File: src/hdl/ursw_pkg.sv
// Types, constants and register defaults for the ultrasonic range wake sequencer.
// No dependencies.
`timescale 1ns / 1ps

package ursw_pkg;

   localparam int TIMER_BITS_DEF = 26;
   localparam int ECHO_BITS_DEF  = 17;

   localparam int LONG_W  = 26;
   localparam int TRIG_W  = 10;
   localparam int TOUT_W  = 16;
   localparam int DIST_W  = 19;
   localparam int INDEX_W = 3;

   localparam logic [10:0] DIST_K = 11'd1124;

   typedef enum logic [INDEX_W-1:0] {
      CSR_SETTLE,
      CSR_TRIG_LOW,
      CSR_TRIG_HIGH,
      CSR_ECHO_TIMEOUT,
      CSR_THRESHOLD,
      CSR_HOLD,
      CSR_SLEEP
   } csr_index_type;

   typedef enum logic [2:0] {
      PH_SETTLE,
      PH_TRIG_LOW,
      PH_TRIG_HIGH,
      PH_WAIT_ECHO,
      PH_TIME_ECHO,
      PH_HOLD,
      PH_SLEEP
   } phase_type;

   typedef struct packed {
      logic [LONG_W-1:0] settle_ticks;
      logic [TRIG_W-1:0] trigger_low_ticks;
      logic [TRIG_W-1:0] trigger_high_ticks;
      logic [TOUT_W-1:0] echo_timeout_ticks;
      logic [DIST_W-1:0] event_threshold_q8;
      logic [LONG_W-1:0] hold_ticks;
      logic [LONG_W-1:0] sleep_ticks;
   } cfg_type;

   localparam cfg_type CFG_RESET = '{
      settle_ticks:       26'd1000000,
      trigger_low_ticks:  10'd5,
      trigger_high_ticks: 10'd15,
      echo_timeout_ticks: 16'd50000,
      event_threshold_q8: 19'd12800,
      hold_ticks:         26'd500000,
      sleep_ticks:        26'd20000000
   };

   typedef struct packed {
      logic              trigger_out;
      logic              event_out;
      logic              regulator_on;
      logic              result_valid;
      logic              timed_out;
      logic [DIST_W-1:0] distance_q8;
      logic              event_detected;
      phase_type         phase;
   } rsp_type;

endpackage

File: src/hdl/ursw_csr.sv
// Configuration register file for the ultrasonic range wake sequencer.
// Depends on ursw_pkg.
`timescale 1ns / 1ps

module ursw_csr (
   input  logic                         clock,
   input  logic                         reset,
   input  logic                         csr_valid,
   output logic                         csr_ready,
   input  logic [ursw_pkg::INDEX_W-1:0] csr_index,
   input  logic [ursw_pkg::LONG_W-1:0]  csr_wdata,
   output ursw_pkg::cfg_type            cfg
);

   ursw_pkg::cfg_type cfg_ff;
   ursw_pkg::cfg_type cfg_in;

   assign csr_ready = 1'b1;
   assign cfg       = cfg_ff;

   always_comb begin
      cfg_in = cfg_ff;
      if (csr_valid && csr_ready) begin
         case (ursw_pkg::csr_index_type'(csr_index))
            ursw_pkg::CSR_SETTLE: begin
               cfg_in.settle_ticks = csr_wdata;
            end
            ursw_pkg::CSR_TRIG_LOW: begin
               cfg_in.trigger_low_ticks = csr_wdata[ursw_pkg::TRIG_W-1:0];
            end
            ursw_pkg::CSR_TRIG_HIGH: begin
               cfg_in.trigger_high_ticks = csr_wdata[ursw_pkg::TRIG_W-1:0];
            end
            ursw_pkg::CSR_ECHO_TIMEOUT: begin
               cfg_in.echo_timeout_ticks = csr_wdata[ursw_pkg::TOUT_W-1:0];
            end
            ursw_pkg::CSR_THRESHOLD: begin
               cfg_in.event_threshold_q8 = csr_wdata[ursw_pkg::DIST_W-1:0];
            end
            ursw_pkg::CSR_HOLD: begin
               cfg_in.hold_ticks = csr_wdata;
            end
            ursw_pkg::CSR_SLEEP: begin
               cfg_in.sleep_ticks = csr_wdata;
            end
            default: begin
               cfg_in = cfg_ff;
            end
         endcase
      end
   end

   always_ff @(posedge clock) begin
      if (reset) begin
         cfg_ff <= ursw_pkg::CFG_RESET;
      end else begin
         cfg_ff <= cfg_in;
      end
   end

endmodule

File: src/hdl/ursw_core.sv
// Phase sequencer: phase, timer and echo width state, one tick per step.
// Depends on ursw_pkg.
`timescale 1ns / 1ps

module ursw_core #(
   parameter int TIMER_BITS = ursw_pkg::TIMER_BITS_DEF,
   parameter int ECHO_BITS  = ursw_pkg::ECHO_BITS_DEF
) (
   input  logic              clock,
   input  logic              reset,
   input  logic              step,
   input  logic              echo,
   input  ursw_pkg::cfg_type cfg,
   output ursw_pkg::rsp_type rsp
);

   localparam int CW = ((TIMER_BITS > ursw_pkg::LONG_W) ? TIMER_BITS : ursw_pkg::LONG_W) + 1;
   localparam int PW = ECHO_BITS + 11;

   ursw_pkg::phase_type       phase_ff, phase_in;
   logic [TIMER_BITS-1:0]     timer_ff, timer_in;
   logic [ECHO_BITS-1:0]      width_ff, width_in;

   logic [TIMER_BITS:0]       t_inc;
   logic [ECHO_BITS:0]        w_inc;
   logic [PW-1:0]             prod;
   logic [ursw_pkg::LONG_W-1:0] dur_sel;
   logic                      timed_done;
   logic                      wait_tout;
   logic                      w_tout;
   logic                      first_tout;
   logic                      done;
   logic                      tout;
   logic                      ev;
   logic [ursw_pkg::DIST_W-1:0] dist_q8;

   assign t_inc = (TIMER_BITS+1)'(timer_ff) + (TIMER_BITS+1)'(1);
   assign w_inc = (ECHO_BITS+1)'(width_ff) + (ECHO_BITS+1)'(1);
   assign prod  = PW'(width_ff) * PW'(ursw_pkg::DIST_K);

   always_comb begin
      case (phase_ff)
         ursw_pkg::PH_SETTLE:    dur_sel = cfg.settle_ticks;
         ursw_pkg::PH_TRIG_LOW:  dur_sel = ursw_pkg::LONG_W'(cfg.trigger_low_ticks);
         ursw_pkg::PH_TRIG_HIGH: dur_sel = ursw_pkg::LONG_W'(cfg.trigger_high_ticks);
         ursw_pkg::PH_HOLD:      dur_sel = cfg.hold_ticks;
         ursw_pkg::PH_SLEEP:     dur_sel = cfg.sleep_ticks;
         default:                dur_sel = '0;
      endcase
   end

   assign timed_done = (CW'(t_inc) >= CW'(dur_sel)) || t_inc[TIMER_BITS];
   assign wait_tout  = CW'(t_inc) > CW'(cfg.echo_timeout_ticks);
   assign w_tout     = (CW'(w_inc) > CW'(cfg.echo_timeout_ticks)) || w_inc[ECHO_BITS];
   assign first_tout = (cfg.echo_timeout_ticks == '0);

   // next state
   always_comb begin
      phase_in = phase_ff;
      timer_in = timer_ff;
      width_in = width_ff;
      done     = 1'b0;
      tout     = 1'b0;
      dist_q8  = '0;
      ev       = 1'b0;
      case (phase_ff)
         ursw_pkg::PH_SETTLE, ursw_pkg::PH_TRIG_LOW, ursw_pkg::PH_HOLD,
         ursw_pkg::PH_SLEEP: begin
            if (timed_done) begin
               timer_in = '0;
               case (phase_ff)
                  ursw_pkg::PH_SETTLE:   phase_in = ursw_pkg::PH_TRIG_LOW;
                  ursw_pkg::PH_TRIG_LOW: phase_in = ursw_pkg::PH_TRIG_HIGH;
                  ursw_pkg::PH_HOLD:     phase_in = ursw_pkg::PH_SLEEP;
                  default:               phase_in = ursw_pkg::PH_SETTLE;
               endcase
            end else begin
               timer_in = t_inc[TIMER_BITS-1:0];
            end
         end
         ursw_pkg::PH_TRIG_HIGH: begin
            if (timed_done) begin
               phase_in = ursw_pkg::PH_WAIT_ECHO;
               timer_in = '0;
               width_in = '0;
            end else begin
               timer_in = t_inc[TIMER_BITS-1:0];
            end
         end
         ursw_pkg::PH_WAIT_ECHO: begin
            if (echo) begin
               // rising sample is the first high tick
               phase_in = ursw_pkg::PH_TIME_ECHO;
               timer_in = '0;
               if (first_tout) begin
                  done     = 1'b1;
                  tout     = 1'b1;
                  width_in = '0;
               end else begin
                  width_in = ECHO_BITS'(1);
               end
            end else if (wait_tout) begin
               done = 1'b1;
               tout = 1'b1;
            end else begin
               timer_in = t_inc[TIMER_BITS-1:0];
            end
         end
         ursw_pkg::PH_TIME_ECHO: begin
            if (echo) begin
               if (w_tout) begin
                  done = 1'b1;
                  tout = 1'b1;
               end else begin
                  width_in = w_inc[ECHO_BITS-1:0];
               end
            end else begin
               done    = 1'b1;
               dist_q8 = prod[ursw_pkg::DIST_W+7:8];
            end
         end
         default: begin
            phase_in = ursw_pkg::PH_SETTLE;
            timer_in = '0;
         end
      endcase
      if (done) begin
         ev       = !tout && (dist_q8 != '0) && (dist_q8 < cfg.event_threshold_q8);
         phase_in = ev ? ursw_pkg::PH_HOLD : ursw_pkg::PH_SLEEP;
         timer_in = '0;
         width_in = '0;
      end
   end

   // outputs
   always_comb begin
      rsp.trigger_out    = (phase_in == ursw_pkg::PH_TRIG_HIGH);
      rsp.event_out      = (phase_in == ursw_pkg::PH_HOLD);
      rsp.regulator_on   = (phase_in != ursw_pkg::PH_SLEEP);
      rsp.result_valid   = done;
      rsp.timed_out      = tout;
      rsp.distance_q8    = dist_q8;
      rsp.event_detected = ev;
      rsp.phase          = phase_in;
   end

   always_ff @(posedge clock) begin
      if (reset) begin
         phase_ff <= ursw_pkg::PH_SETTLE;
         timer_ff <= '0;
         width_ff <= '0;
      end else if (step) begin
         phase_ff <= phase_in;
         timer_ff <= timer_in;
         width_ff <= width_in;
      end
   end

endmodule

File: src/hdl/ultrasonic_range_wake_sequencer.sv
// Top level of the ultrasonic range wake sequencer: input and result registers
// around the phase sequencer. Depends on ursw_pkg, ursw_csr, ursw_core.
//
//  channel | direction | handshake          | payload
//  req     | in        | req_valid/stall    | req_echo_level
//  rsp     | out       | rsp_valid/stall    | trigger, event, regulator, result, phase
//  csr     | in        | csr_valid/ready    | csr_index, csr_wdata
//
// One item per cycle while the result register is not stalled; the result
// register is loaded from the input register, and rsp_valid rises as it is loaded.
// Each item advances the sequencer by one microsecond tick between the input
// register and the result register.
// Reset clears both valid flags and the sequencer; CSRs take their defaults.
// rsp_stall holds the result register; the input register still takes one more
// item, and req_stall rises only when both registers are full.
`timescale 1ns / 1ps

module ultrasonic_range_wake_sequencer #(
   parameter int TIMER_BITS = ursw_pkg::TIMER_BITS_DEF,
   parameter int ECHO_BITS  = ursw_pkg::ECHO_BITS_DEF
) (
   input  logic                         clock,
   input  logic                         reset,
   input  logic                         req_valid,
   output logic                         req_stall,
   input  logic                         req_echo_level,
   output logic                         rsp_valid,
   input  logic                         rsp_stall,
   output logic                         rsp_trigger_out,
   output logic                         rsp_event_out,
   output logic                         rsp_regulator_on,
   output logic                         rsp_result_valid,
   output logic                         rsp_timed_out,
   output logic [ursw_pkg::DIST_W-1:0]  rsp_distance_q8,
   output logic                         rsp_event_detected,
   output logic [2:0]                   rsp_phase,
   input  logic                         csr_valid,
   output logic                         csr_ready,
   input  logic [ursw_pkg::INDEX_W-1:0] csr_index,
   input  logic [ursw_pkg::LONG_W-1:0]  csr_wdata
);

   ursw_pkg::cfg_type cfg;
   ursw_pkg::rsp_type core_rsp;

   logic              in_valid_ff, in_valid_in;
   logic              in_echo_ff, in_echo_in;
   logic              out_valid_ff, out_valid_in;
   ursw_pkg::rsp_type out_ff, out_in;
   logic              adv;
   logic              req_take;

   ursw_csr u_csr (
      .clock     (clock),
      .reset     (reset),
      .csr_valid (csr_valid),
      .csr_ready (csr_ready),
      .csr_index (csr_index),
      .csr_wdata (csr_wdata),
      .cfg       (cfg)
   );

   ursw_core #(
      .TIMER_BITS (TIMER_BITS),
      .ECHO_BITS  (ECHO_BITS)
   ) u_core (
      .clock (clock),
      .reset (reset),
      .step  (adv),
      .echo  (in_echo_ff),
      .cfg   (cfg),
      .rsp   (core_rsp)
   );

   assign adv       = in_valid_ff && (!out_valid_ff || !rsp_stall);
   assign req_stall = in_valid_ff && !adv;
   assign req_take  = req_valid && !req_stall;

   always_comb begin
      in_valid_in = in_valid_ff;
      in_echo_in  = in_echo_ff;
      if (req_take) begin
         in_valid_in = 1'b1;
         in_echo_in  = req_echo_level;
      end else if (adv) begin
         in_valid_in = 1'b0;
      end
      out_in = out_ff;
      if (adv) begin
         out_valid_in = 1'b1;
         out_in       = core_rsp;
      end else begin
         out_valid_in = out_valid_ff && rsp_stall;
      end
   end

   always_ff @(posedge clock) begin
      if (reset) begin
         in_valid_ff  <= 1'b0;
         out_valid_ff <= 1'b0;
      end else begin
         in_valid_ff  <= in_valid_in;
         out_valid_ff <= out_valid_in;
      end
   end

   always_ff @(posedge clock) begin
      in_echo_ff <= in_echo_in;
      out_ff     <= out_in;
   end

   assign rsp_valid          = out_valid_ff;
   assign rsp_trigger_out    = out_ff.trigger_out;
   assign rsp_event_out      = out_ff.event_out;
   assign rsp_regulator_on   = out_ff.regulator_on;
   assign rsp_result_valid   = out_ff.result_valid;
   assign rsp_timed_out      = out_ff.timed_out;
   assign rsp_distance_q8    = out_ff.distance_q8;
   assign rsp_event_detected = out_ff.event_detected;
   assign rsp_phase          = out_ff.phase;

endmodule

File: config.mk
export PLATFORM = sky130hd
export DESIGN_NAME = ultrasonic_range_wake_sequencer
export DESIGN_NICKNAME = d
export VERILOG_FILES = /design/src/hdl/ursw_pkg.sv /design/src/hdl/ursw_csr.sv /design/src/hdl/ursw_core.sv /design/src/hdl/ultrasonic_range_wake_sequencer.sv
export SDC_FILE = /design/constraint.sdc
export NUM_CORES = 1
export LEC_CHECK = 0
export CAP_MARGIN = 20
export CORE_ASPECT_RATIO = 1.4
export CORE_MARGIN = 4
export CORE_UTILIZATION = 49
export CTS_CLUSTER_DIAMETER = 80
export CTS_CLUSTER_SIZE = 30
export DETAILED_ROUTE_END_ITERATION = 6
export DONT_BUFFER_PORTS = 1
export PLACE_DENSITY = 0.64
export SYNTH_ARGS = -nofsm -noshare
export SYNTH_HDL_FRONTEND = slang
export SYNTH_SLANG_ARGS = --single-unit
File: constraint.sdc
create_clock -name clock -period 6.7 [get_ports clock]
set_input_delay 1.34 -clock clock [delete_from_list [all_inputs] [get_ports clock]]
set_output_delay 1.34 -clock clock [all_outputs]
set_load 0.05 [all_outputs]
==> Word-level counts from Yosys, hierarchy flattened <==
Index checks and enable logic that the tools add are counted.
{ "totals": {"regBits": 210, "latch_bits": 0, "ram_bits": 0, "romBits": 0, "mem_count": 0} }
{ "classes": {"add_sub_neg": 2, "n_mul": 1, "n_div": 0, "n_lt_le_gt_ge": 4, "eq_ne": 21, "n_shift": 0, "muxes": 33, "bitwise": 0, "n_reduce_logical": 31} }
{ "ops": {"columns": ["operator", "n"], "rows": [
  ["case mux 26 bit (5 select lines)", 1],
  ["2-to-1 mux 26 bit", 4],
  ["2-to-1 mux 17 bit", 5],
  ["case mux 26 bit (3 select lines)", 1],
  ["case mux 17 bit (3 select lines)", 1],
  ["2-to-1 mux 19 bit", 2],
  ["adder 26 x 1 -> 27 bit (second input constant)", 1],
  [">= comparator 27 x 26 -> 1 bit", 1],
  ["> comparator 27 x 16 -> 1 bit", 1],
  ["multiplier 17 x 9 -> 25 bit (second input constant)", 1],
  ["equality test 3 bit (second input constant)", 7],
  ["< comparator 19 bit", 1],
  ["nonzero test 19 bit", 1],
  ["adder 17 x 1 -> 18 bit (second input constant)", 1],
  ["> comparator 18 x 16 -> 1 bit", 1],
  ["logical NOT 16 bit", 1],
  ["equality test 3 x 2 -> 1 bit (second input constant)", 5],
  ["AND reduction 2 bit", 7],
  ["2-to-1 mux 3 bit", 4],
  ["case mux 3 bit (4 select lines)", 1],
  ["2-to-1 mux 1 bit", 10],
  ["case mux 3 bit (3 select lines)", 1],
  ["equality test 3 x 1 -> 1 bit (second input constant)", 2],
  ["logical AND 1 bit", 6],
  ["other kinds (16)", 26]
]} }

==> Logic depth before layout (Yosys ltp) <==
{ "logic_depth": {"depth_word": 12, "mapped_depth": 23, "mapped_depth_nobuf": 23} }

==> Hierarchy <==
From an unflattened synthesis, not the netlist that was laid out.
{ "unflattened": {"cells_unflattened": 1555, "area_unflattened_um2": 14247.4} }
{ "modules_own_cells": {"columns": ["mod", "n_inst", "cells_each", "area_each_um2", "seq_area_each_um2"], "rows": [
  ["ursw_core", 1, 1013, 7936.4, 920.9],
  ["ursw_csr", 1, 503, 5353.9, 2662.6],
  ["ultrasonic_range_wake_sequencer", 1, 39, 957.2, 910.9]
]} }

==> Worst setup path before layout <==
Ideal clock, no wire load.
{ "synth_timing": {"kind": "register to register", "from": "register u_core.width_ff[9]", "to": "register out_ff, in the netlist rsp_regulator_on, data pin", "setup_ns": 0.272, "arrival_time_ns": 5.214, "slack_ns": 1.214, "path_stages_with_launch": 22, "synth_period_minus_slack_ns": 5.486, "cell_sequence": "dfxtp_1 ha_1 ha_1 fa_1 inv_1 fa_1 inv_1 ha_1 a21oi_1 nor3b_2 a22o_4 o41ai_2 mux2_4 ha_1 nand4_1 nor3_1 a211oi_1 o211ai_1 a31oi_1 o31ai_4 inv_2 or4_1"} }
{ "synth_lines": {"columns": ["item", "line", "text"], "rows": [
  ["start, declared", "ursw_core.sv:22", "logic [ECHO_BITS-1:0] width_ff, width_in;"],
  ["start signal, assigned", "ursw_core.sv:155", "width_ff <= width_in;"],
  ["end signal, assigned", "ultrasonic_range_wake_sequencer.sv:109", "out_ff <= out_in;"],
  ["end, declared", "ultrasonic_range_wake_sequencer.sv:49", "ursw_pkg::rsp_type out_ff, out_in;"]
]} }

==> impl_metrics.yaml <==
logic_synthesis:
  synth_nets: 1921
  synth.distinct_cells: 85
  avgSynthCellArea_um2: 8.151
  ys_ff_latch: 210
  ys_seq_area_share_pct: 32.26
  ys.flop_type: "dfxtp_1"
  syn_inst: 1709
  yosys.area.top_type: "dfxtp_1"
  synth_area_um2: 13930
  synth_edf_count: 29
  synthArstFlopShare_pct: 0
  synth_area_leaders: "dfxtp_1 26%, ha_1 14%, nand2_1 9.5%"
  synth_top_area_share_pct: 26.01
  ys_warn_count: 0
finish:
  multi_input_area_um2: 8636
  seqCellArea_um2: 4494
  layout_common_cells: "352 x nand2_1, 181 x dfxtp_1, 162 x a21oi_1"
  fin_nets: 1874
  instances_no_fill: 2038
  layout_commonest_cell: "nand2_1"
  fill_cells: 2748
  area_growth_pct: 4.877
  drive_gt1_share_pct: 4.376
  insertedDiodeCount: 0
grt:
  grt_usage_pct: 25.53
  grt_pass1_vias: 11785
  grt_pass1_wl_mm: 63.93
  grt-ovfl-total: 0
  grt_max_degree: 111
  antenna_found_initial: 0
placed_design:
  place_congestion: 0.9355
  dpl.cell_count: 2018
  dp_hpwl_mm: 30.36
  portBuffers: 0
routing:
  routed_via_density: 5.911
  vias: 12047
  dr.pass1.iters: 5
  wirelength_mm: 40.29
  ant_nets: 0
  wl_per_cell_um: 19.77
  route.detailed.drc: 0
  drtIter0Drc: 695
timing:
  setup-tns-final_ns: 0
  skew_ns: 0.02755
  setup_violations: 0
  rsz0062_at_grt: "no"
  hold_viol: 0
  timing.final.max_slew_violations: 0
  tightestPinTransition_ns: 1.048
  finalCritPeriodShare_pct: 92.25
  relSlewSlack_pct: 29.94
  min_period_ns: 6.180
  max_freq_mhz: 161.8
critical_path:
  path_class: "reg2reg"
  cp_max_fo: 8
  crit_required_ns: 6.93
  worst_setup_path_end_kind: "flip-flop"
  cp.arrival_ns: 6.41
  start_kind: "flip-flop"
clock_network:
  cts-buffers-inserted: 12
  cts_root_buffer: "clkbuf_16"
  htreeDepth: 1
  cts_resized: 0
  clk_latency_ns: 0.50
  cts.sink_count: 210
  clk_pin_slew_worst_paths_ns: 0.10
  cts_setup_buffers: 0
  clock_path_buffers: 3
  cts_hold_buffers: 0
  cts_tree: "done"
pwr:
  p_leak_nw: 6.217
  ir_drop_mv: 0.2094
  p_per_area_nw_per_um2: 163.2
hold_path:
  hold_path.class: "reg2reg"
flow_run:
  maxCapViolations: 0
die:
  core_um2: 27840
  rows: 72
  die_w_um: 150.5
  dieArea_um2: 31230
  ios: 66
  initial_utilization_pct: 50.04
  die_h_um: 207.5
run_status:
  outcome: "complete, no violations"
[layer usage]
layer,global-route usage (%),share of wire [%],up-vias
li1,-,-,5876
met1,30.48,41,5745
met2,45.49,50,327
met3,2.599,4.3,99
met4,11.62,5.0,0
met5,0,0,-
[worst paths after layout]
kind	from	endpoint	slack, ns	cells past startpoint
min reg2reg	u_csr.cfg[128]	u_csr.cfg[128]	0.46	2
min	u_csr.cfg[128]	u_csr.cfg[128]	0.46	2
max	u_core.width_ff[8]	rsp_regulator_on	0.52	23
max reg2reg	u_core.width_ff[8]	rsp_regulator_on	0.52	23
[report_power, final]
group          internal [mW]  switching (mW)  total, mW
Sequential              1.30          0.0416       1.35
Combinational         0.0651           0.124      0.189
Clock                  0.377           0.473      0.850
[synth_stat cells, types with 12 or more instances]
cell / instances
nand2_1: 352
a21o_1: 33
clkbuf_1: 65
fa_1: 25
a211o_1: 14
a211oi_1: 14
o21ai_0: 62
dfxtp_1: 181
edfxtp_1: 29
nor2_1: 81
a21oi_1: 162
a22o_1: 47
nor3_1: 26
nor4_1: 12
xor2_1: 19
ha_1: 152
nand3_1: 52
inv_1: 122
xnor2_1: 36
o211ai_1: 15
nand4_1: 33
[cell type report]
cell class / instances / area share (%)
inverters: 125 / 3.212
multi-input cells: 1292 / 59.11
clock inverters: 5 / 0.3854
repair buffers: 21 / 1.079
flip-flops and latches: 210 / 30.76
clock buffers: 15 / 2.278
well taps: 370 / 3.169
[flip-flops by register name, summed over array words and instances (netlist names), 3 cells and up]
| name | cells |
|---|---|
| u_csr.cfg | 133 |
| u_core.width_ff | 17 |
| rsp_phase | 3 |
| rsp_distance_q8 | 19 |
| u_core.timer_ff | 26 |
| u_core.phase_ff | 3 |
[critical path, cell delays in order, from the launching register on]
cell       delay, ns
dfxtp_1         0.58
ha_1            0.32
ha_1            0.30
fa_1            0.55
inv_1           0.06
fa_1            0.53
inv_1           0.04
ha_1            0.36
a21oi_1         0.28
o21ai_0         0.17
o21ai_2         0.28
o2111ai_1       0.13
a21boi_0        0.22
xnor2_1         0.19
nor2_1          0.10
ha_1            0.31
nand4_1         0.13
nor3_1          0.32
a211oi_1        0.15
o211ai_1        0.10
a31oi_1         0.10
o31ai_4         0.12
inv_2           0.09
or4_1           0.51
[metrics by stage]
step / hold WS (ns) / cell area [um^2] / util [%] / worst slack (ns) / total power, mW
detailed placement: 0.4400 / 14220 / 51.08 / 0.6475 / 1.563
floorplan: 0.4329 / 13930 / - / 1.214 / 1.513
CTS: 0.4552 / 14610 / 52.48 / 0.5501 / 2.401
finish: 0.4562 / 14610 / 52.48 / 0.5195 / 2.385
global placement: 0.4366 / 14220 / 51.08 / 0.8489 / 1.560
global route: 0.4728 / 14610 / 52.48 / 0.1574 / 2.460
[cells by family (layout without fill, tap and decap cells)]
kind of cell | Yosys count | in the layout | synth area share (%)
xor gates and xnor gates | 55 | 55 | 3.458
adders and majority gates | 177 | 177 | 17.25
buffers and inverters | 207 | 166 | 5.793
muxes | 6 | 6 | 0.4671
other | 1 | 1 | 0.02692
AOI/OAI and AO/OA | 424 | 424 | 20.06
and+or+nand+nor | 629 | 629 | 20.69
DFF | 210 | 210 | 32.26
Note: power is estimated with default switching activity, not from simulation.
